--- src/rtl/qjts_pkg.sv ---
// qjts_pkg: shared types and constants of the quintic joint trajectory sampler.
// Holds the command/result word structs, config struct, register map, sequencer
// states and the polynomial term table. No dependencies.
package qjts_pkg;

  localparam int ADDR_W    = 4;
  localparam int MUL_A_W   = 35;
  localparam int MUL_B_W   = 32;
  localparam int MUL_P_W   = MUL_A_W + MUL_B_W;
  localparam int DIV_NUM_W = 64;
  localparam int DIV_DEN_W = 48;
  localparam int DIV_Q_W   = 32;

  localparam logic MODE_LOAD   = 1'b0;
  localparam logic MODE_SAMPLE = 1'b1;

  typedef struct packed {
    logic               mode;
    logic [2:0]         joint_index;
    logic signed [23:0] start_position;
    logic signed [23:0] goal_position;
    logic [15:0]        step_index;
  } cmd_word_t;

  typedef struct packed {
    logic [2:0]         joint_number;
    logic signed [23:0] position;
    logic signed [23:0] velocity;
    logic signed [23:0] acceleration;
    logic [23:0]        waypoint_time;
    logic [15:0]        point_count;
    logic               last;
  } result_word_t;

  typedef struct packed {
    logic [15:0] step_period;
    logic [23:0] min_duration;
    logic [19:0] inverse_speed;
    logic [3:0]  joint_count;
  } cfg_t;

  typedef enum logic [1:0] {
    REG_STEP_PERIOD,
    REG_MIN_DURATION,
    REG_INVERSE_SPEED,
    REG_JOINT_COUNT
  } reg_idx_t;

  localparam logic [15:0] RST_STEP_PERIOD   = 16'd3277;
  localparam logic [23:0] RST_MIN_DURATION  = 24'd131072;
  localparam logic [19:0] RST_INVERSE_SPEED = 20'd163840;
  localparam logic [3:0]  RST_JOINT_COUNT   = 4'd6;

  typedef enum logic [4:0] {
    ST_IDLE,
    ST_MAX_RD,
    ST_MAX_CMP,
    ST_DUR_MUL,
    ST_DUR_GET,
    ST_DSQ_MUL,
    ST_DSQ_GET,
    ST_T_MUL,
    ST_T_GET,
    ST_PC_WAIT,
    ST_TAU_DIV,
    ST_TAU_WAIT,
    ST_POW_MUL,
    ST_POW_GET,
    ST_POLY_MUL,
    ST_POLY_ADD,
    ST_J_RD,
    ST_J_POS_MUL,
    ST_J_POS,
    ST_J_VEL_DIV,
    ST_J_VEL_WAIT,
    ST_J_ACC_MUL,
    ST_J_ACC_DIV,
    ST_J_ACC_WAIT,
    ST_J_OUT
  } seq_state_t;

  // powers of tau, Q1.30
  localparam logic [2:0] POW_TAU = 3'd1;
  localparam logic [2:0] POW_A2  = 3'd2;
  localparam logic [2:0] POW_A3  = 3'd3;
  localparam logic [2:0] POW_A4  = 3'd4;
  localparam logic [2:0] POW_A5  = 3'd5;

  typedef enum logic [1:0] {
    DST_S,
    DST_DS,
    DST_DDS
  } poly_dst_t;

  typedef struct packed {
    poly_dst_t         dst;
    logic [2:0]        pw;
    logic signed [8:0] coef;
  } poly_term_t;

  localparam logic [3:0] POLY_LAST = 4'd8;

  // s = 10a3 - 15a4 + 6a5, s' = 30a2 - 60a3 + 30a4, s'' = 60tau - 180a2 + 120a3
  function automatic poly_term_t poly_term(input logic [3:0] k);
    poly_term_t r;
    case (k)
      4'd0:    r = '{DST_S,   POW_A3,  9'sd10};
      4'd1:    r = '{DST_S,   POW_A4, -9'sd15};
      4'd2:    r = '{DST_S,   POW_A5,  9'sd6};
      4'd3:    r = '{DST_DS,  POW_A2,  9'sd30};
      4'd4:    r = '{DST_DS,  POW_A3, -9'sd60};
      4'd5:    r = '{DST_DS,  POW_A4,  9'sd30};
      4'd6:    r = '{DST_DDS, POW_TAU, 9'sd60};
      4'd7:    r = '{DST_DDS, POW_A2, -9'sd180};
      4'd8:    r = '{DST_DDS, POW_A3,  9'sd120};
      default: r = '{DST_S,   POW_TAU, 9'sd0};
    endcase
    return r;
  endfunction

endpackage

--- src/rtl/qjts_mul.sv ---
// qjts_mul: shared signed multiplier with registered product.
// Depends on qjts_pkg (operand widths).
module qjts_mul import qjts_pkg::*; (
  input  logic                      clk,
  input  logic signed [MUL_A_W-1:0] a,
  input  logic signed [MUL_B_W-1:0] b,
  output logic signed [MUL_P_W-1:0] p
);

  always_ff @(posedge clk) begin
    p <= MUL_P_W'(a) * MUL_P_W'(b);
  end

endmodule

--- config.mk ---
export PLATFORM = sky130hd
export DESIGN_NAME = qjts_mul
export DESIGN_NICKNAME = d
export VERILOG_FILES = /design/src/rtl/qjts_pkg.sv /design/src/rtl/qjts_mul.sv
export SDC_FILE = /design/constraint.sdc
export NUM_CORES = 2
export LEC_CHECK = 0
export BUFFER_PORTS_ARGS = -buffer_cell sky130_fd_sc_hd__buf_2
export CAP_MARGIN = 20
export CORE_AREA = 2 2 343 345
export CTS_BUF_LIST = sky130_fd_sc_hd__clkbuf_4 sky130_fd_sc_hd__clkbuf_8
export DETAILED_ROUTE_END_ITERATION = 8
export DIE_AREA = 0 0 345 347
export GPL_TIMING_DRIVEN = 0
export PLACE_DENSITY = 0.46
export SLEW_MARGIN = 20
export SYNTH_ARGS = -nofsm -noshare
export SYNTH_HDL_FRONTEND = slang
export SYNTH_SLANG_ARGS = --single-unit
--- constraint.sdc ---
create_clock -name clk -period 17.9 [get_ports clk]
set_input_delay 3.58 -clock clk [delete_from_list [all_inputs] [get_ports clk]]
set_output_delay 3.58 -clock clk [all_outputs]
set_load 0.05 [all_outputs]
==> summary.md <==
| Metric | Value |
|---|---|
| Status | `completed` |
| XOR/XNOR share of the synthesized area | `between 1.5 and 2%` |
| CP max stage delay | `740 ps` |
| Syn avg cell area | `roughly 9.5 um2` |
| Cell seen most often among critical-path stages | `fa_1` |
| Num CTS Buffers | `9` |
| # placed instances | `slightly below 6000` |
| Initial Util | `34.87%` |
| Most flops, register | `p` |
| Setup TNS | `0 ps` |
| WL/cell | `around 27 um` |
| Largest family of logic cells by synthesized area | `adder cells` |
| Fin cells | `5915` |
| Maxcap violations | `0` |
| Port buffer count | `124` |
| Final Hold Fails | `0` |
| Worst Tran Pin Value | `approximately 1200 ps` |
| CTS tree | `done` |
| Pre-Repair DR Iteration Count | `7` |
| GRT Residual Overflow | `0` |
| H-Tree Depth | `3` |
| Full die area | `0.1197 mm2` |
| Post-Route M1 WL | `63770 um` |
| Max FFs per register | `between 60 and 70` |
| Number of global-route vias before repair | `approximately 32000` |
| Hpwl dp | `138700 um` |
| Final Util | `between 30% and 40%` |
| Die width | `345 um` |
| Mapped Cells | `4241` |
| Core area | `roughly 0.12 mm2` |
| Synth warnings | `0` |
| Final Cycle Share | `between 70% and 80%` |
| Fraction of the mapped netlist area in compound gates | `3.473%` |
| Largest regs | `p x67` |
| Top_reg_cell synth | `dfxtp_1` |
| Metal3 WL | `11440 um` |
| Fin crit period | `12790 ps` |
| CTS Hold Bufs | `0` |
| Routed WL | `157100 um` |
| Mux contribution to synthesized area | `0%` |
| Gpl congestion | `0.9772` |
| Hold Crit Class | `input port to flip-flop` |
| Worst path slowest cell | `clkbuf_1` |
| Post-Synthesis Cell Area | `0.04035 mm2` |
| Filler cells | `12110` |
| Final setup violating endpoints | `0` |
| Post-synthesis adder-cell area fraction | `64.04%` |
| Post_cts resized | `0` |
| Largest net degree at the start of global routing | `24` |
| Post-CTS Setup Bufs | `0` |
| Die Span Y | `approximately 350 um` |
| Worst hold slack | `approximately 3300 ps` |
| Fmax | `78.16 MHz` |
| Layout area overhead | `6.840%` |
| Met2 wire length | `roughly 75000 um` |
| Commonest non-fill, non-tap cells in the layout | `1171 x fa_1, 1030 x inv_1, 568 x nand2_1` |
| RSZ-0062 raised after global routing | `false` |
| Highest routed layer | `met5` |
| Final net count | `5807` |
| Vias after detailed routing | `29510` |
| Most common cell after layout, fill and taps aside | `fa_1` |
| Row cnt | `125` |
| CP Max Fanout | `10` |
| Critical path type | `input port to flip-flop` |
| I/O pin count | `around 140` |
| Register bit total from synthesis | `67` |
| DRC | `0` |
| Post-synthesis simple-gate area fraction | `around 16%` |
| Seq/Total Area, Yosys | `under 10%` |
| Remaining antenna violation count | `0` |
| Post-synth EDFFs | `0` |
| Via density | `roughly 5` |
| Slew headroom | `18.40%` |
| Clock Tree Root | `clkbuf_8` |
| CP endpoint kind | `flip-flop` |
| Worst path cell trace | `clkbuf_1, clkbuf_1, nand2_1, fa_1, inv_1, fa_1, inv_1, fa_1, inv_1, fa_1, fa_1, fa_1, fa_1, fa_1, ha_1, a21oi_1, nand2_1, o22ai_1, nand4_1, nand3_1, nand3_1, a41oi_2, o21bai_1, xor2_1` |
| Total clock sinks | `67` |
| Ratio of cells with drive above 1 in the final layout | `under 10%` |
| Asr flop ratio synth | `0%` |
| First-pass GRT wire length | `229800 um` |
| Synthesized net count | `5671` |
| Worst-path clk slew | `180 ps` |
| Post-synth cell types | `56` |
| Crit path arrival time | `13180 ps` |
| Startpoint types | `input port` |
| Final Max Slew Viols | `0` |
| GR Util All Layers | `a little over a quarter` |
| Longest Clk Path Bufs | `2` |
| CP required | `18280 ps` |
| Initial antenna violation count | `30` |
| DR iter-0 viols | `1833` |
-- critical path: cells and delay by family --
kind                       cells  cell delay, ps
adders and majority gates      9            4660
and+or+nand+nor                5            1680
buffers and inverters          5            1650
AOI/OAI and AO/OA              4            1410
xor gates and xnor gates       1             160
-- per-stage QoR --
| stage | setup slack [ps] | instance area (um2) |
|---|---|---|
| finish | 5105 | 43110 |
| CTS | 5122 | 43090 |
| global placement | 4584 | 42880 |
| global route | 4849 | 43090 |
| floorplan | 7138 | 40350 |
| detailed placement | 4576 | 42900 |
-- cells in the mapped netlist (8+ instances only) --
cell	count	area share [%]
nand3_1	13	0.16
o21a_1	12	0.22
nand4_1	26	0.40
nand2b_1	10	0.16
a21oi_1	59	0.73
a21o_1	37	0.69
nor2_1	59	0.55
xor2_1	25	0.54
and2_1	554	8.6
o21ai_0	25	0.31
o21bai_1	9	0.17
nor2b_1	8	0.12
o21ai_1	11	0.14
dfxtp_1	67	3.3
ha_1	190	5.9
o211ai_1	8	0.15
fa_1	1172	58
inv_1	1030	9.6
nand2_1	568	5.3
xnor2_1	50	1.1
clkbuf_1	231	2.1
-- metal layers --
metal | track usage (%) | vias up
met1 | 35.04 | 15980
met4 | 9.658 | 20
met2 | 44.79 | 913
met3 | 5.652 | 240
li1 | - | 12350
met5 | 0 | -
-- logic make-up (layout without fill, tap and decap cells) --
family,after synthesis,count (layout)
XOR/XNOR,75,75
AND/OR/NAND/NOR,1265,1265
adder cells (fa/ha/maj),1362,1362
other,0,9
AO/OA/AOI/OAI,205,205
buffers and inverters,1267,1408
flip-flops,67,67
-- layout make-up --
class                   instances  area [um2]  share of cell area, %
well taps                    1524        1907                  4.423
inverters                    1030        3866                  8.968
clock buffers                  10       137.6                 0.3192
repair buffers                125       640.6                  1.486
plain buffers                 237       910.9                  2.113
clock inverters                 6       48.80                 0.1132
flip-flops and latches         67        1341                  3.111
multi-input cells            2907       34240                  79.41
diodes                          9       22.52                0.05224
-- worst paths after layout --
path	slack (ps)	endpoint	start	cells past startpoint
worst max-delay path	5110	p[59]	b[24]	24
worst min-delay path	3320	p[0]	a[0]	2
Power is left out: the tool's default activity adds up to more than one toggle a clock period on the data nets, which glitch-free logic cannot reach.
