===== config.mk =====
export PLATFORM = sky130hd
export DESIGN_NAME = qjts_div
export DESIGN_NICKNAME = d
export VERILOG_FILES = /design/src/rtl/qjts_pkg.sv /design/src/rtl/qjts_div.sv
export SDC_FILE = /design/constraint.sdc
export NUM_CORES = 1
export LEC_CHECK = 0
export BUFFER_PORTS_ARGS = -buffer_cell sky130_fd_sc_hd__buf_2
export CAP_MARGIN = 10
export CORE_MARGIN = 1.5
export CORE_UTILIZATION = 53
export CTS_BUF_LIST = sky130_fd_sc_hd__clkbuf_4 sky130_fd_sc_hd__clkbuf_8 sky130_fd_sc_hd__clkbuf_16
export CTS_CLUSTER_SIZE = 30
export DETAILED_ROUTE_END_ITERATION = 16
export PLACE_DENSITY_LB_ADDON = 0.3
export SKIP_LAST_GASP = 1
export SLEW_MARGIN = 40
export SYNTH_ARGS = -nofsm -noshare
export SYNTH_HDL_FRONTEND = slang
export SYNTH_SLANG_ARGS = --single-unit

===== constraint.sdc =====
create_clock -name clk -period 3.6 [get_ports clk]
set_input_delay 0.9 -clock clk [delete_from_list [all_inputs] [get_ports clk]]
set_output_delay 0.9 -clock clk [all_outputs]
set_load 0.05 [all_outputs]

===== src/rtl/qjts_pkg.sv =====
// qjts_pkg: shared types and constants of the quintic joint trajectory sampler.
// Holds the command/result word structs, config struct, register map, sequencer
// states and the polynomial term table. No dependencies.
package qjts_pkg;

  localparam int ADDR_W    = 4;
  localparam int MUL_A_W   = 35;
  localparam int MUL_B_W   = 32;
  localparam int MUL_P_W   = MUL_A_W + MUL_B_W;
  localparam int DIV_NUM_W = 64;
  localparam int DIV_DEN_W = 48;
  localparam int DIV_Q_W   = 32;

  localparam logic MODE_LOAD   = 1'b0;
  localparam logic MODE_SAMPLE = 1'b1;

  typedef struct packed {
    logic               mode;
    logic [2:0]         joint_index;
    logic signed [23:0] start_position;
    logic signed [23:0] goal_position;
    logic [15:0]        step_index;
  } cmd_word_t;

  typedef struct packed {
    logic [2:0]         joint_number;
    logic signed [23:0] position;
    logic signed [23:0] velocity;
    logic signed [23:0] acceleration;
    logic [23:0]        waypoint_time;
    logic [15:0]        point_count;
    logic               last;
  } result_word_t;

  typedef struct packed {
    logic [15:0] step_period;
    logic [23:0] min_duration;
    logic [19:0] inverse_speed;
    logic [3:0]  joint_count;
  } cfg_t;

  typedef enum logic [1:0] {
    REG_STEP_PERIOD,
    REG_MIN_DURATION,
    REG_INVERSE_SPEED,
    REG_JOINT_COUNT
  } reg_idx_t;

  localparam logic [15:0] RST_STEP_PERIOD   = 16'd3277;
  localparam logic [23:0] RST_MIN_DURATION  = 24'd131072;
  localparam logic [19:0] RST_INVERSE_SPEED = 20'd163840;
  localparam logic [3:0]  RST_JOINT_COUNT   = 4'd6;

  typedef enum logic [4:0] {
    ST_IDLE,
    ST_MAX_RD,
    ST_MAX_CMP,
    ST_DUR_MUL,
    ST_DUR_GET,
    ST_DSQ_MUL,
    ST_DSQ_GET,
    ST_T_MUL,
    ST_T_GET,
    ST_PC_WAIT,
    ST_TAU_DIV,
    ST_TAU_WAIT,
    ST_POW_MUL,
    ST_POW_GET,
    ST_POLY_MUL,
    ST_POLY_ADD,
    ST_J_RD,
    ST_J_POS_MUL,
    ST_J_POS,
    ST_J_VEL_DIV,
    ST_J_VEL_WAIT,
    ST_J_ACC_MUL,
    ST_J_ACC_DIV,
    ST_J_ACC_WAIT,
    ST_J_OUT
  } seq_state_t;

  // powers of tau, Q1.30
  localparam logic [2:0] POW_TAU = 3'd1;
  localparam logic [2:0] POW_A2  = 3'd2;
  localparam logic [2:0] POW_A3  = 3'd3;
  localparam logic [2:0] POW_A4  = 3'd4;
  localparam logic [2:0] POW_A5  = 3'd5;

  typedef enum logic [1:0] {
    DST_S,
    DST_DS,
    DST_DDS
  } poly_dst_t;

  typedef struct packed {
    poly_dst_t         dst;
    logic [2:0]        pw;
    logic signed [8:0] coef;
  } poly_term_t;

  localparam logic [3:0] POLY_LAST = 4'd8;

  // s = 10a3 - 15a4 + 6a5, s' = 30a2 - 60a3 + 30a4, s'' = 60tau - 180a2 + 120a3
  function automatic poly_term_t poly_term(input logic [3:0] k);
    poly_term_t r;
    case (k)
      4'd0:    r = '{DST_S,   POW_A3,  9'sd10};
      4'd1:    r = '{DST_S,   POW_A4, -9'sd15};
      4'd2:    r = '{DST_S,   POW_A5,  9'sd6};
      4'd3:    r = '{DST_DS,  POW_A2,  9'sd30};
      4'd4:    r = '{DST_DS,  POW_A3, -9'sd60};
      4'd5:    r = '{DST_DS,  POW_A4,  9'sd30};
      4'd6:    r = '{DST_DDS, POW_TAU, 9'sd60};
      4'd7:    r = '{DST_DDS, POW_A2, -9'sd180};
      4'd8:    r = '{DST_DDS, POW_A3,  9'sd120};
      default: r = '{DST_S,   POW_TAU, 9'sd0};
    endcase
    return r;
  endfunction

endpackage


===== src/rtl/qjts_div.sv =====
// qjts_div: restoring divider, one quotient bit per cycle, 32 quotient bits.
// Flags overflow when the quotient does not fit. Depends on qjts_pkg.
module qjts_div import qjts_pkg::*; (
  input  logic                 clk,
  input  logic                 rst,
  input  logic                 start,
  input  logic [DIV_NUM_W-1:0] num,
  input  logic [DIV_DEN_W-1:0] den,
  output logic [DIV_Q_W-1:0]   q,
  output logic                 ovf,
  output logic                 done
);

  logic [DIV_DEN_W-1:0] rem;
  logic [DIV_DEN_W-1:0] den_r;
  logic [DIV_Q_W-1:0]   nsh;
  logic [5:0]           cnt;
  logic                 run;
  logic [DIV_DEN_W:0]   trial;
  logic                 fits;

  assign trial = {rem, nsh[DIV_Q_W-1]};
  assign fits  = trial >= {1'b0, den_r};

  always_ff @(posedge clk) begin
    if (rst) begin
      run  <= 1'b0;
      done <= 1'b0;
    end else if (start) begin
      run  <= 1'b1;
      done <= 1'b0;
    end else if (run) begin
      if (cnt == 6'd1) begin
        run  <= 1'b0;
        done <= 1'b1;
      end
    end else begin
      done <= 1'b0;
    end
  end

  always_ff @(posedge clk) begin
    if (start) begin
      rem   <= DIV_DEN_W'(num[DIV_NUM_W-1:DIV_Q_W]);
      nsh   <= num[DIV_Q_W-1:0];
      den_r <= den;
      q     <= '0;
      cnt   <= 6'(DIV_Q_W);
      ovf   <= DIV_DEN_W'(num[DIV_NUM_W-1:DIV_Q_W]) >= den;
    end else if (run) begin
      rem <= fits ? DIV_DEN_W'(trial - {1'b0, den_r}) : trial[DIV_DEN_W-1:0];
      nsh <= {nsh[DIV_Q_W-2:0], 1'b0};
      q   <= {q[DIV_Q_W-2:0], fits};
      cnt <= cnt - 6'd1;
    end
  end

endmodule


==> flow_metrics.py <==
metrics = {
    "detailed_routing": {
        "drtIter0Drc": 723,
        "vias_per_cell": 5.50,
        "wl_um": 23100,
        "drcViolationCount": 0,
        "postRouteAntennaNets": 0,
        "avgRoutedWirePerCell_um": 15.6,
        "first_pass_iters": 5,
        "via_count": 8136,
    },
    "synthesis": {
        "syn_inst": 1074,
        "syn_nets": 1272,
        "ys_ff_latch": 169,
        "synth_ff_type": "edfxtp_1",
        "synth_enable_flop_cells": 113,
        "netlist_area_um2": 10500,
        "seq_area_frac_synth_pct": 43.1,
        "synth-async-reset-ratio_pct": 0,
        "synthDistinctLibCells": 70,
        "avgSynthCellArea_um2": 9.76,
        "yosys_warnings": 0,
    },
    "floorplan": {
        "fp.dieH_um": 144,
        "dieArea_um2": 20600,
        "io_pins": 149,
        "rows": 51,
        "start_util_pct": 53.9,
        "coreArea_um2": 19500,
        "die_w_um": 144,
    },
    "power_and_ir_drop": {
        "ir_drop_uv": 329,
        "leakagePower_uw": 0.00532,
        "p_total_uw": 5620,
        "power.density_nw_per_um2": 469,
    },
    "timing": {
        "rsz0062_at_grt": "false",
        "max_slew.worst_pin.slew_ns": 0.816,
        "maxSlewHeadroom_pct": 45.6,
        "fin_skew_ns": 0.0190,
        "post-route-period-util_pct": 90.7,
        "max_freq_mhz": 306,
        "hold_viol": 0,
        "whs_ns": 0.500,
        "drv_slew": 0,
        "finalSetupViolations": 0,
        "fin_setup_tns_ns": 0,
        "final.min_clock_period_ns": 3.27,
    },
    "clocking": {
        "ctsHoldBuffers": 0,
        "htree_levels": 4,
        "numCtsBuffers": 17,
        "ctsResizeCount": 0,
        "path_clk_slew_ns": 0.07,
        "cts_setup_buffers": 0,
        "cts_tree": "built",
        "cts.sinks": 169,
        "cts_root_buf": "clkbuf_16",
        "clock_tree.buffer_depth": 2,
        "clk_latency_ns": 0.44,
    },
    "global_route": {
        "grt_max_degree": 114,
        "grt.total_usage_pct": 22.8,
        "grt_pass1_wl_um": 37000,
        "grt_overflow_total": 0,
        "grt_pass1_vias": 7506,
        "antenna_found_initial": 0,
    },
    "critical_path": {
        "cp-end-kind": "register",
        "crit_start": "nsh[31]",
        "path_class": "register to register",
        "r2r_start": "nsh[31]",
        "crit_fanout": 5,
        "critPathLaunchType": "register",
        "cp.required_ns": 3.92,
        "arrival_ns": 3.59,
    },
    "min_path": {
        "hold_path_startpoint": "rem[32]",
        "hp-class": "register to register",
    },
    "layout": {
        "fillerInstances": 1601,
        "nets": 1399,
        "ff_latch_area_um2": 4520,
        "finalNonFillerCells": 1479,
        "layout-drive-gt1-share_pct": 20.3,
        "area_delta_synth_final_pct": 14.2,
        "layout_common_cells": "buf_2, edfxtp_1, a21oi_1",
        "antenna_cells": 0,
        "final_common_cell": "buf_2",
        "multi_input_area_um2": 5290,
    },
    "place": {
        "globalplace.congestion": 0.903,
        "io_buffers": 148,
        "place_hpwl_um": 17000,
        "dp_cells": 1447,
    },
    "flow_run": {
        "cap_violations": 0,
    },
    "outcome": {
        "status": "completed",
    },
}
sequential cells by signal, summed over array words and instances (netlist names):
register  flops
den_r        48
rem          48
nsh          32
q            32
cnt           6
done          1
ovf           1
run           1
layer usage:
metal / up-vias / share of wire, % / track usage (%) / routed length, µm
met1: 3767 / 48 / 31.6 / 11000
met2: 244 / 45 / 35.7 / 10400
met4: 0 / 1.1 / 5.96 / 256
met5: - / 0 / 0 / 0
li1: 4100 / - / - / -
met3: 25 / 6.2 / 5.70 / 1430
Yosys cell counts (4+ instances only):
library cell  number  share of area [%]
o21ai_1            4               0.19
clkbuf_1          19               0.68
nor3_1            11               0.53
o21ai_0           49                2.3
a31oi_1            8               0.48
mux2i_1           45                4.3
nor2b_1            4               0.24
inv_1            101                3.6
o21bai_1          12               0.86
xnor2_1           33                2.8
buf_2             12               0.57
dfxtp_1           56                 11
xor2_1            15                1.3
nand3_1           17               0.81
and2_1             6               0.36
o21a_1             6               0.43
edfxtp_1         113                 32
nor4_1             8               0.48
buf_4              5               0.36
buf_1              4               0.14
nand4_1           23                1.4
a21o_1            45                3.2
and3_1             7               0.42
mux2_2            38                4.1
nor2_1           101                3.6
a211oi_1          14                1.0
o211ai_1           8               0.57
nand2b_1           6               0.36
ha_1              82                9.8
a21oi_1          105                5.0
nand2_1           68                2.4
through the flow:
step | setup WS, ns | utilization (%) | cell area [µm²]
6_report | 0.333 | 61.5 | 12000
5_1_grt | 0.0424 | 61.5 | 12000
4_1_cts | 0.382 | 61.5 | 12000
3_5_place_dp | 0.314 | 58.5 | 11400
3_3_place_gp | 0.357 | 58.5 | 11400
2_1_floorplan | 0.0220 | - | 10500
cell type report:
class / count / area share, %
multi-input cells: 753 / 44.2
flip-flops and latches: 169 / 37.7
repair buffers: 157 / 7.08
clock buffers: 17 / 3.55
inverters: 103 / 3.23
well taps: 265 / 2.77
clock inverters: 15 / 1.44
worst max-delay path, stage by stage (launching register included):
cell	delay, ns
edfxtp_1	0.40
inv_1	0.08
ha_1	0.18
inv_1	0.07
fa_1	0.42
a21oi_1	0.31
o211ai_2	0.18
nor2_2	0.24
nor3b_4	0.10
a31oi_1	0.31
a21oi_1	0.23
a21o_1	0.22
a21oi_1	0.16
xor2_1	0.15
o21ai_0	0.09
worst paths after layout:
path         endpoint  slack (ns)  depth (start not counted)
max           rem[42]        0.33                         14
min reg2reg   rem[32]        0.50                          2
max reg2reg   rem[42]        0.33                         14
min           rem[32]        0.50                          2
cells by family (layout without fill, tap and decap cells):
group / count (synthesis) / in the layout / share of synthesized area (%)
AO/OA/AOI/OAI: 275 / 275 / 16.4
AND/OR/NAND/NOR: 264 / 264 / 11.7
flip-flops: 169 / 169 / 43.1
buffers and inverters: 152 / 292 / 6.47
adder cells (fa/ha/maj): 83 / 83 / 9.98
multiplexers: 83 / 83 / 8.38
XOR/XNOR: 48 / 48 / 4.01
power breakdown:
part           switching (µW)  internal, µW
Sequential               68.5          2250
Clock                     907           937
Combinational             834           622
No activity file was read; power rests on OpenSTA's default activity.
