==> src/rtl/qjts_pkg.sv <==
// qjts_pkg: shared types and constants of the quintic joint trajectory sampler.
// Holds the command/result word structs, config struct, register map, sequencer
// states and the polynomial term table. No dependencies.
package qjts_pkg;

  localparam int ADDR_W    = 4;
  localparam int MUL_A_W   = 35;
  localparam int MUL_B_W   = 32;
  localparam int MUL_P_W   = MUL_A_W + MUL_B_W;
  localparam int DIV_NUM_W = 64;
  localparam int DIV_DEN_W = 48;
  localparam int DIV_Q_W   = 32;

  localparam logic MODE_LOAD   = 1'b0;
  localparam logic MODE_SAMPLE = 1'b1;

  typedef struct packed {
    logic               mode;
    logic [2:0]         joint_index;
    logic signed [23:0] start_position;
    logic signed [23:0] goal_position;
    logic [15:0]        step_index;
  } cmd_word_t;

  typedef struct packed {
    logic [2:0]         joint_number;
    logic signed [23:0] position;
    logic signed [23:0] velocity;
    logic signed [23:0] acceleration;
    logic [23:0]        waypoint_time;
    logic [15:0]        point_count;
    logic               last;
  } result_word_t;

  typedef struct packed {
    logic [15:0] step_period;
    logic [23:0] min_duration;
    logic [19:0] inverse_speed;
    logic [3:0]  joint_count;
  } cfg_t;

  typedef enum logic [1:0] {
    REG_STEP_PERIOD,
    REG_MIN_DURATION,
    REG_INVERSE_SPEED,
    REG_JOINT_COUNT
  } reg_idx_t;

  localparam logic [15:0] RST_STEP_PERIOD   = 16'd3277;
  localparam logic [23:0] RST_MIN_DURATION  = 24'd131072;
  localparam logic [19:0] RST_INVERSE_SPEED = 20'd163840;
  localparam logic [3:0]  RST_JOINT_COUNT   = 4'd6;

  typedef enum logic [4:0] {
    ST_IDLE,
    ST_MAX_RD,
    ST_MAX_CMP,
    ST_DUR_MUL,
    ST_DUR_GET,
    ST_DSQ_MUL,
    ST_DSQ_GET,
    ST_T_MUL,
    ST_T_GET,
    ST_PC_WAIT,
    ST_TAU_DIV,
    ST_TAU_WAIT,
    ST_POW_MUL,
    ST_POW_GET,
    ST_POLY_MUL,
    ST_POLY_ADD,
    ST_J_RD,
    ST_J_POS_MUL,
    ST_J_POS,
    ST_J_VEL_DIV,
    ST_J_VEL_WAIT,
    ST_J_ACC_MUL,
    ST_J_ACC_DIV,
    ST_J_ACC_WAIT,
    ST_J_OUT
  } seq_state_t;

  // powers of tau, Q1.30
  localparam logic [2:0] POW_TAU = 3'd1;
  localparam logic [2:0] POW_A2  = 3'd2;
  localparam logic [2:0] POW_A3  = 3'd3;
  localparam logic [2:0] POW_A4  = 3'd4;
  localparam logic [2:0] POW_A5  = 3'd5;

  typedef enum logic [1:0] {
    DST_S,
    DST_DS,
    DST_DDS
  } poly_dst_t;

  typedef struct packed {
    poly_dst_t         dst;
    logic [2:0]        pw;
    logic signed [8:0] coef;
  } poly_term_t;

  localparam logic [3:0] POLY_LAST = 4'd8;

  // s = 10a3 - 15a4 + 6a5, s' = 30a2 - 60a3 + 30a4, s'' = 60tau - 180a2 + 120a3
  function automatic poly_term_t poly_term(input logic [3:0] k);
    poly_term_t r;
    case (k)
      4'd0:    r = '{DST_S,   POW_A3,  9'sd10};
      4'd1:    r = '{DST_S,   POW_A4, -9'sd15};
      4'd2:    r = '{DST_S,   POW_A5,  9'sd6};
      4'd3:    r = '{DST_DS,  POW_A2,  9'sd30};
      4'd4:    r = '{DST_DS,  POW_A3, -9'sd60};
      4'd5:    r = '{DST_DS,  POW_A4,  9'sd30};
      4'd6:    r = '{DST_DDS, POW_TAU, 9'sd60};
      4'd7:    r = '{DST_DDS, POW_A2, -9'sd180};
      4'd8:    r = '{DST_DDS, POW_A3,  9'sd120};
      default: r = '{DST_S,   POW_TAU, 9'sd0};
    endcase
    return r;
  endfunction

endpackage

==> src/rtl/qjts_regs.sv <==
// qjts_regs: APB-style configuration registers of the trajectory sampler.
// Depends on qjts_pkg (cfg_t, register map, reset values).
module qjts_regs import qjts_pkg::*; (
  input  logic              clk,
  input  logic              rst,
  input  logic              psel,
  input  logic              penable,
  input  logic              pwrite,
  input  logic [ADDR_W-1:0] paddr,
  input  logic [31:0]       pwdata,
  output logic [31:0]       prdata,
  output logic              pready,
  output cfg_t              cfg
);

  reg_idx_t idx;
  logic     wr;

  assign idx    = reg_idx_t'(paddr[3:2]);
  assign wr     = psel & penable & pwrite;
  assign pready = 1'b1;

  always_ff @(posedge clk) begin
    if (rst) begin
      cfg.step_period   <= RST_STEP_PERIOD;
      cfg.min_duration  <= RST_MIN_DURATION;
      cfg.inverse_speed <= RST_INVERSE_SPEED;
      cfg.joint_count   <= RST_JOINT_COUNT;
    end else if (wr) begin
      unique case (idx)
        REG_STEP_PERIOD:   cfg.step_period   <= pwdata[15:0];
        REG_MIN_DURATION:  cfg.min_duration  <= pwdata[23:0];
        REG_INVERSE_SPEED: cfg.inverse_speed <= pwdata[19:0];
        REG_JOINT_COUNT:   cfg.joint_count   <= pwdata[3:0];
        default: ;
      endcase
    end
  end

  always_comb begin
    unique case (idx)
      REG_STEP_PERIOD:   prdata = 32'(cfg.step_period);
      REG_MIN_DURATION:  prdata = 32'(cfg.min_duration);
      REG_INVERSE_SPEED: prdata = 32'(cfg.inverse_speed);
      REG_JOINT_COUNT:   prdata = 32'(cfg.joint_count);
      default:           prdata = '0;
    endcase
  end

endmodule

==> config.mk <==
export PLATFORM = sky130hd
export DESIGN_NAME = qjts_regs
export DESIGN_NICKNAME = d
export VERILOG_FILES = /design/src/rtl/qjts_pkg.sv /design/src/rtl/qjts_regs.sv
export SDC_FILE = /design/constraint.sdc
export NUM_CORES = 1
export LEC_CHECK = 0
export ABC_AREA = 1
export BUFFER_PORTS_ARGS = -buffer_cell sky130_fd_sc_hd__buf_2
export CAP_MARGIN = 20
export CORE_UTILIZATION = 47
export CTS_BUF_LIST = sky130_fd_sc_hd__clkbuf_16
export DETAILED_ROUTE_END_ITERATION = 12
export GPL_ROUTABILITY_DRIVEN = 1
export HOLD_SLACK_MARGIN = 0.05
export PLACE_DENSITY = 0.8
export SYNTH_ARGS = -nofsm -noshare
export SYNTH_HDL_FRONTEND = slang
export SYNTH_SLANG_ARGS = --single-unit
==> constraint.sdc <==
create_clock -name clk -period 2.15 [get_ports clk]
set_clock_uncertainty 0.2 [all_clocks]
set_input_delay 0.645 -clock clk [delete_from_list [all_inputs] [get_ports clk]]
set_output_delay 0.645 -clock clk [all_outputs]
set_load 0.005 [all_outputs]
==> out/metrics.csv, run 1 <==
metric;value;unit
status;finished with violations;
failing checks;setup timing;
CTS tree;yes;
Antenna Cells;0;
Detailed Routing Iterations Pass 1;5;
Die Y;83.1;um
HP Class;reg -> reg;
row count;29;
RSZ-0062 raised after global routing;yes;
Core Area;0.00635;mm2
Initial DRC Count;186;
Cell Chain, Critical Path;buf_12 > inv_8 > nor2_4 > buf_12 > buf_12 > nand2_4 > nand3_2 > buf_2;
leading area contributor after synthesis;dfxtp_1;
power density over the cells;698;mW/mm2
Cell Area, Synth;0.00309;mm2
CP Launch Type;input pin;
Worst path most repeated cell;buf_12;
Total Routed Length;9380;um
Max rail drop VDD;0.502;mV
top post-synthesis cells by count;nand2_1 (146), nor2_1 (110), nand3_1 (77);
die width;83.1;um
Slew Viols, Final;0;
Synth area leaders;dfxtp_1 (41%), nand2_1 (18%), nor2_1 (13%), nand3_1 (12%), inv_1 (3.5%);
syn_area_per_cell;6.46;um2
Final TNS setup;-1230;ps
Final period util;104;%
Final #Nets;658;
Yosys reg bits;64;
Max Buffers Root-to-Sink;2;
CTS Root Cell;clkbuf_16;
total global-route track usage;27.6;%
Clock power frac;48.0;%
total grt overflow;0;
max FFs per register;64;
CP max stage delay;140;ps
Die ar.;0.00690;mm2
worst hold slack;277;ps
Fin. Hold Viols;0;
share of layout cells above drive strength 1;33.0;%
cell count after synthesis;478;
Comb pwr share;12.1;%
largest net degree at the start of global routing;65;
final non-filler cell area;0.00443;mm2
Crit Reg-Reg Endpoint;cfg[15];
vias per cell;5.05;
max cap viols;0;
io pins;138;
worst setup margin;-94.6;ps
Seq/Total Area, Yosys;41.5;%
first-pass GRT wire length;15200;um
cts hold-fix bufs;0;
Routed WL per cell;13.4;um
kind of critical path;in -> out;
RD Place Congestion;0.804;
Initial Util;48.6;%
DP HPWL;5900;um
Clk Latency, worst-skew pair;320;ps
CP max-delay cell;buf_12;
initial antenna violation count;0;
Leak;0.00238;uW
Reg-to-Reg Start;cfg[15];
via count;3533;
count leader, synth;nand2_1;
Largest Register;cfg;
Final min period;2240;ps
number of routed nets with antenna violations;0;
synth unique cells;17;
r2r worst-path depth;2;
Worst setup EP type;primary output;
clock sink total;64;
synth warn;0;
Synth Flop Type;dfxtp_1;
Post-DP Area;0.00383;mm2
hold path endpoint;cfg[50];
Crit Path Max Fanout;7;
data arrival time of the worst path;1400;ps
Top Registers;cfg: 64 flops;
Overall Power;3100;uW
area grow syn2layout;43.6;%
Max H-tree Level;3;
reg2reg setup slack;1320;ps
Port Buffer Count;118;
fmax;0.446;GHz
filler cell count;518;
Finished Core Util;69.8;%
Psw;721;uW
hold path startpoint;cfg[50];
hold path depth;2;
EDFF count, synth;0;
drt drc;0;
share of synthesized flip-flops with an asynchronous set or reset;0;%
Cell Int Power;2370;uW
vias in the first global route;3281;
setup violators final;20;
top cell type's share of synthesized area;41.5;%
TritonCTS buffer count;9;
switching share of power;23.3;%
Reg power frac;39.9;%
required time of the critical path;1300;ps
clock-pin slew on the worst setup and hold paths;50;ps
## final cells by class
class / count / area (um2) / area share, %
multi-input combinational: 354 / 1590 / 35.9
sequential: 64 / 1280 / 28.9
timing repair buffer: 156 / 1030 / 23.2
clock buffer: 9 / 225 / 5.08
inverter: 32 / 130 / 2.93
tap: 77 / 96.3 / 2.17
clock inverter: 7 / 78.8 / 1.78
## worst max path at each step
stage | from | end | slack, ps | cells past startpoint
final | paddr[3] | prdata[6] | -90 | 8
after detailed placement | paddr[3] | prdata[3] | -140 | 6
after floorplan | paddr[3] | prdata[0] | 90 | 4
after global placement | paddr[3] | prdata[3] | -130 | 6
after global routing | paddr[3] | prdata[3] | -140 | 8
after CTS | paddr[3] | prdata[16] | -100 | 9
## layout by cell type (no fill, tap or decap), types with 2 or more instances in the layout
cell       count
buf_12        10
bufinv_16      2
buf_2        116
nor2_4         6
dfxtp_1       64
nand4_1        4
inv_1         31
nand2_4        3
conb_1         9
nand3_1       67
buf_6          4
nand2_1      129
nand2_2       15
clkbuf_16      9
clkinv_1       3
nand3_2       10
nor2_1       109
buf_4         25
## power groups by stage
stage / Sequential (uW) / Combinational, uW / Clock [uW]
6_report: 1240 / 373 / 1490
5_1_grt: 1240 / 409 / 1550
4_1_cts: 1230 / 376 / 1490
3_5_place_dp: 1260 / 315 / 0
3_3_place_gp: 1260 / 308 / 0
2_1_floorplan: 1260 / 185 / 0
## metrics by stage
step | cells | setup WS (ps)
after floorplan | 485 | 94.1
after global placement | 671 | -134
after detailed placement | 671 | -144
after CTS | 701 | -100
after global routing | 699 | -135
final | 699 | -94.6
## kinds of logic after synthesis
logic type      Yosys count  synth area share (%)
simple gates            344                  46.6
buf+inv                  67                  11.5
flops                    64                  41.5
other cells               2                 0.243
compound gates            1                 0.162
## layer usage
layer	share of wire, %	up-vias	global-route usage [%]
met5	0	-	0
met2	52	176	49.9
met4	3.3	0	13.5
li1	-	1738	-
met1	39	1586	31.5
met3	6.5	33	4.37
## worst max-delay path, delay by kind of cell
| kind | cells | cell delay, ps |
|---|---|---|
| buffers and inverters | 5 | 520 |
| AND/OR/NAND/NOR | 3 | 220 |
## repair_timing
item	CTS	global route
pin swaps	7	6
setup buffers	12	0
gates cloned	2	0
gates resized for setup	34	18
setup endpoints to repair	20	20
No activity file was read; power rests on OpenSTA's default activity.
==> inputs of run 2 (changes only) <==
--- a/config.mk
+++ b/config.mk
@@ -5,15 +5,15 @@
 export SDC_FILE = /design/constraint.sdc
 export NUM_CORES = 1
 export LEC_CHECK = 0
-export ABC_AREA = 1
 export BUFFER_PORTS_ARGS = -buffer_cell sky130_fd_sc_hd__buf_2
 export CAP_MARGIN = 20
-export CORE_UTILIZATION = 47
+export CORE_UTILIZATION = 44
 export CTS_BUF_LIST = sky130_fd_sc_hd__clkbuf_16
 export DETAILED_ROUTE_END_ITERATION = 12
 export GPL_ROUTABILITY_DRIVEN = 1
 export HOLD_SLACK_MARGIN = 0.05
-export PLACE_DENSITY = 0.8
+export MAX_ROUTING_LAYER = met4
+export PLACE_DENSITY = 0.75
 export SYNTH_ARGS = -nofsm -noshare
 export SYNTH_HDL_FRONTEND = slang
 export SYNTH_SLANG_ARGS = --single-unit
==> run 2 against run 1 <==
Compared with the run above:
- the flow still finishes with violations (setup timing)
- sequential share of layout area increased by 0.69 points
- hold slack improved by 15 ps
- critical path depth decreased by 5
- combinational power down 25%
- synthesized area increased by 1.8%
- largest power group unchanged
==> out/metrics.csv, run 2 <==
metric;value;unit;change
Final min period;2240;ps;about the same
Cell Int Power;2250;uW;was 2370 uW
RSZ-0062 raised after global routing;yes;;unchanged
commonest non-fill, non-tap cell in the layout;buf_2;;was nand2_1
reg2reg setup slack;1170;ps;was 1320 ps
Max Buffers Root-to-Sink;2;;unchanged
failing checks;setup timing;;unchanged
GR Util met1;26.6;%;was 31.5%
Cell Area, Synth;0.00314;mm2;was 0.00309 mm2
Detailed Routing Iterations Pass 1;4;;was 5
worst setup margin;-93.2;ps;was -94.6 ps
Final period util;104;%;about the same
Crit Path Max Fanout;5;;was 7
number of routed nets with antenna violations;0;;unchanged
syn_area_per_cell;9.92;um2;was 6.46 um2
Critical path origin;paddr[2];;was paddr[3]
Top Registers;cfg: 64 flops;;unchanged
share of synthesized flip-flops with an asynchronous set or reset;0;%;unchanged
required time of the critical path;1300;ps;about the same
DP HPWL;5470;um;was 5900 um
io pins;138;;unchanged
Max rail drop VDD;0.667;mV;was 0.502 mV
Antenna Cells;0;;unchanged
Final #Nets;489;;was 658
Clk Latency, worst-skew pair;320;ps;about the same
power density over the cells;672;mW/mm2;was 698 mW/mm2
Leak;0.00215;uW;was 0.00238 uW
Initial DRC Count;133;;was 186
drt drc;0;;unchanged
die width;86.5;um;was 83.1 um
first-pass GRT wire length;12400;um;was 15200 um
via count;2689;;was 3533
HP Class;reg -> reg;;unchanged
share of layout cells above drive strength 1;41.5;%;was 33.0%
initial antenna violation count;0;;unchanged
vias per cell;4.90;;was 5.05
count leader, synth;mux2i_1;;was nand2_1
Fin. Hold Viols;0;;unchanged
top cell type's share of synthesized area;40.7;%;was 41.5%
GR peak layer;met2;;unchanged
Synth area leaders;dfxtp_1 (41%), mux2i_1 (23%), nand2b_1 (13%), mux4_1 (3.3%), buf_4 (2.9%);;was dfxtp_1 (41%), nand2_1 (18%), nor2_1 (13%), nand3_1 (12%), inv_1 (3.5%)
synth warn;0;;unchanged
total grt overflow;0;;unchanged
Total Routed Length;7750;um;was 9380 um
GR Layer Usage met2;36.1;%;was 49.9%
Place WS;-319;ps;was -144 ps
hold path startpoint;cfg[22];;was cfg[50]
Finished Core Util;63.4;%;was 69.8%
TritonCTS buffer count;9;;unchanged
EDFF count, synth;0;;unchanged
vias in the first global route;2533;;was 3281
Slew Viols, Final;0;;unchanged
clock-pin slew on the worst setup and hold paths;50;ps;about the same
data arrival time of the worst path;1400;ps;about the same
Psw;661;uW;was 721 uW
Comb pwr share;9.6;%;was 12.1%
cell count after synthesis;317;;was 478
total global-route track usage;22.0;%;was 27.6%
switching share of power;22.7;%;was 23.3%
Largest Register;cfg;;unchanged
Die Y;86.5;um;was 83.1 um
status;finished with violations;;unchanged
Overall Power;2910;uW;was 3100 uW
Clock power frac;48.6;%;was 48.0%
Seq/Total Area, Yosys;40.7;%;was 41.5%
RD Place Congestion;0.730;;was 0.804
clock sink total;64;;unchanged
largest net degree at the start of global routing;94;;was 65
CTS Root Cell;clkbuf_16;;unchanged
CTS tree;yes;;unchanged
most frequent cells in the layout;buf_2 (115), mux2i_1 (71), nand2b_1 (67);;was nand2_1 (129), buf_2 (116), nor2_1 (109)
Final TNS setup;-809;ps;was -1230 ps
setup violators final;21;;was 20
Routed WL per cell;14.1;um;was 13.4 um
top post-synthesis cells by count;mux2i_1 (72), nand2b_1 (67), dfxtp_1 (64);;was nand2_1 (146), nor2_1 (110), nand3_1 (77)
Synth Flop Type;dfxtp_1;;unchanged
max FFs per register;64;;unchanged
synth unique cells;21;;was 17
CP Launch Type;input pin;;unchanged
filler cell count;607;;was 518
Reg-to-Reg Start;cfg[47];;was cfg[15]
Core Area;0.00683;mm2;was 0.00635 mm2
Reg power frac;41.8;%;was 39.9%
Worst setup EP type;primary output;;unchanged
leading area contributor after synthesis;dfxtp_1;;unchanged
met3 usage;4.19;%;was 4.37%
row count;30;;was 29
max cap viols;0;;unchanged
Max H-tree Level;3;;unchanged
Yosys reg bits;64;;unchanged
Die ar.;0.00749;mm2;was 0.00690 mm2
area grow syn2layout;37.7;%;was 43.6%
kind of critical path;in -> out;;unchanged
Port Buffer Count;118;;unchanged
fmax;0.446;GHz;about the same
Initial Util;46.0;%;was 48.6%
==> run 2: path summary, 6_finish.rpt <==
path,cells past startpoint,endpoint
setup / recovery,3,prdata[3]
hold reg to reg,2,cfg[22]
setup reg to reg,2,cfg[47]
hold / removal,2,cfg[22]
==> run 2: power groups by stage <==
stage / combinational (uW) / sequential, uW / clock (uW)
5_1_grt: 306 / 1220 / 1490
3_5_place_dp: 243 / 1240 / 0
4_1_cts: 272 / 1210 / 1440
2_1_floorplan: 153 / 1240 / 0
3_3_place_gp: 238 / 1240 / 0
6_report: 280 / 1220 / 1410
==> run 2: cell families (layout without fill, tap and decap cells) <==
group	Yosys count	in the layout	synth area share (%)
buf+inv	33	162	6.88
mux	76	76	26.3
compound gates	24	24	4.93
simple gates	118	118	20.9
other cells	2	9	0.239
flops	64	64	40.7
==> run 2: critical path, cell delays in order <==
cell and delay (ps):
buf_12 100, mux4_2 500, buf_2 150
==> run 2: stage by stage <==
stage	instances	hold WS (ps)	area (um2)
after floorplan	324	273	3170
after global placement	527	270	3850
after detailed placement	527	281	3850
after CTS	548	293	4260
after global routing	549	318	4330
final	549	292	4330
==> run 2: repair_timing <==
action / 4_1_cts / 5_1_grt
setup endpoints to repair: 24 / 21
gates resized for setup: 34 / 21
pin swaps: 8 / 8
buffers inserted: 4 / 1
hold buffers: 0 / 0
cloned: 1 / 0
==> run 2: layout make-up <==
class                           count  area (um2)  area share (%)
Multi-Input combinational cell    227        1720            39.7
Sequential cell                    64        1280            29.6
Timing Repair Buffer              146         912            21.1
Clock buffer                        9         225            5.20
Tap cell                           96         120            2.77
Clock inverter                      7        71.3            1.65
==> run 2: routing by layer <==
layer  routed length, um  vias to the layer above
met2                3930                       82
met4                 146                        0
met5                   0                        -
met1                3340                     1282
met3                 335                       11
li1                    -                     1314
==> inputs of run 3 (changes only) <==
--- a/config.mk
+++ b/config.mk
@@ -14,6 +14,7 @@
 export HOLD_SLACK_MARGIN = 0.05
 export MAX_ROUTING_LAYER = met4
 export PLACE_DENSITY = 0.75
+export SKIP_CTS_REPAIR_TIMING = 1
 export SYNTH_ARGS = -nofsm -noshare
 export SYNTH_HDL_FRONTEND = slang
 export SYNTH_SLANG_ARGS = --single-unit
==> run 3 against run 2 <==
Compared with the run above:
- setup slack improved by 1.4 ps
- count of clock-buffer cells in the layout did not move
- global-route usage fell by 0.54 points
- non-clock buffer count did not move
- the flow still finishes with violations (setup timing)
- cell count did not move
- largest power group unchanged
==> out/metrics.csv, run 3 (synthesis gave the netlist of run 2 again) <==
metric;value;unit;change
status;finished with violations;;unchanged
failing checks;setup timing;;unchanged
first-pass GRT wire length;12100;um;was 12400 um
Port Buffer Count;118;;unchanged
Die ar.;0.00749;mm2;unchanged
total grt overflow;0;;unchanged
Crit path buffers/inverters;2;;unchanged
Overall Power;2920;uW;was 2910 uW
switching share of power;22.9;%;was 22.7%
Clock power frac;48.7;%;was 48.6%
DP HPWL;5470;um;unchanged
initial antenna violation count;0;;unchanged
Core Area;0.00683;mm2;unchanged
most frequent cells in the layout;buf_2 (112), mux2i_1 (71), nand2b_1 (67);;was buf_2 (115), mux2i_1 (71), nand2b_1 (67)
row count;30;;unchanged
Detailed Routing Iterations Pass 1;4;;unchanged
Reg power frac;41.6;%;was 41.8%
Final min period;2240;ps;about the same
final non-filler cell area;0.00436;mm2;was 0.00433 mm2
data arrival time of the worst path;1400;ps;about the same
clock-pin slew on the worst setup and hold paths;50;ps;about the same
Initial DRC Count;135;;was 133
Largest Register;cfg;;unchanged
Routed WL per cell;14.4;um;was 14.1 um
Worst setup EP type;primary output;;unchanged
CP Launch Type;input pin;;unchanged
Cell Chain, Critical Path;buf_12 > mux4_2 > buf_2;;unchanged
Antenna Cells;0;;unchanged
TritonCTS buffer count;9;;unchanged
Cell Int Power;2250;uW;about the same
kind of critical path;in -> out;;unchanged
die width;86.5;um;unchanged
max cap viols;0;;unchanged
Psw;669;uW;was 661 uW
worst setup margin;-91.7;ps;was -93.2 ps
Max rail drop VDD;0.689;mV;was 0.667 mV
required time of the critical path;1300;ps;about the same
total global-route track usage;21.5;%;was 22.0%
via count;2673;;was 2689
CP max-delay cell;mux4_2;;unchanged
Max H-tree Level;3;;unchanged
Finished Core Util;63.8;%;was 63.4%
drt drc;0;;unchanged
HP Class;reg -> reg;;unchanged
Final period util;104;%;about the same
Clk Latency, worst-skew pair;310;ps;was 320 ps
cell family with most CP delay;multiplexers;;unchanged
Slew Viols, Final;0;;unchanged
Initial Util;46.0;%;unchanged
Final TNS setup;-834;ps;was -809 ps
largest net degree at the start of global routing;94;;unchanged
vias per cell;4.87;;was 4.90
Top Registers;cfg: 64 flops;;unchanged
CTS tree;yes;;unchanged
commonest non-fill, non-tap cell in the layout;buf_2;;unchanged
area grow syn2layout;38.6;%;was 37.7%
clock sink total;64;;unchanged
CP max stage delay;500;ps;about the same
power density over the cells;670;mW/mm2;was 672 mW/mm2
Die Y;86.5;um;unchanged
Comb pwr share;9.6;%;about the same
number of routed nets with antenna violations;0;;unchanged
reg2reg setup slack;1150;ps;was 1170 ps
Crit Path Max Fanout;5;;unchanged
Max Buffers Root-to-Sink;2;;unchanged
Total Routed Length;7920;um;was 7750 um
setup violators final;21;;unchanged
Fin. Hold Viols;0;;unchanged
RSZ-0062 raised after global routing;yes;;unchanged
fmax;0.446;GHz;about the same
Post-DP Area;0.00385;mm2;unchanged
RD Place Congestion;0.730;;unchanged
max FFs per register;64;;unchanged
io pins;138;;unchanged
vias in the first global route;2471;;was 2533
Final #Nets;489;;unchanged
CTS Root Cell;clkbuf_16;;unchanged
Leak;0.00216;uW;was 0.00215 uW
share of layout cells above drive strength 1;42.2;%;was 41.5%
==> run 3: path summary, 6_finish.rpt <==
| path | start | to | depth (start not counted) |
|---|---|---|---|
| min | cfg[22] | cfg[22] | 2 |
| min reg2reg | cfg[22] | cfg[22] | 2 |
| max reg2reg | cfg[45] | cfg[45] | 2 |
| max | paddr[2] | prdata[3] | 3 |
==> run 3: cell type report <==
cell class | count | area, um2
fillers | 607 | 2470
flip-flops and latches | 64 | 1280
clock inverters | 7 | 71.3
clock buffers | 9 | 225
multi-input cells | 227 | 1730
well taps | 96 | 120
repair buffers | 146 | 932
==> run 3: through the flow <==
| step | hold WS (ps) | cells | setup slack, ps |
|---|---|---|---|
| CTS | 293 | 543 | -323 |
| global placement | 270 | 527 | -323 |
| global route | 318 | 549 | -107 |
| floorplan | 273 | 324 | -30.6 |
| finish | 291 | 549 | -91.7 |
| detailed placement | 281 | 527 | -319 |
==> run 3: per-layer routing <==
metal	GRT usage [%]	part of all wire, %	up-vias	wire length [um]
met4	6.67	1.2	0	95
met3	5.24	3.9	7	309
li1	-	-	1316	-
met2	35.7	50	76	3990
met1	25.7	45	1274	3520
met5	-	0	-	0
==> run 3: worst reg2reg max path, delay by kind of cell, from the launching register on <==
kind / cells / cell delay, ps
flops: 1 / 360
compound gates: 2 / 370
==> run 3: power by group through the flow <==
stage	Clock, uW	Combinational [uW]	Sequential, uW
global route	1500	307	1220
detailed placement	0	243	1240
floorplan	0	153	1240
finish	1420	281	1220
global placement	0	238	1240
CTS	1440	243	1210
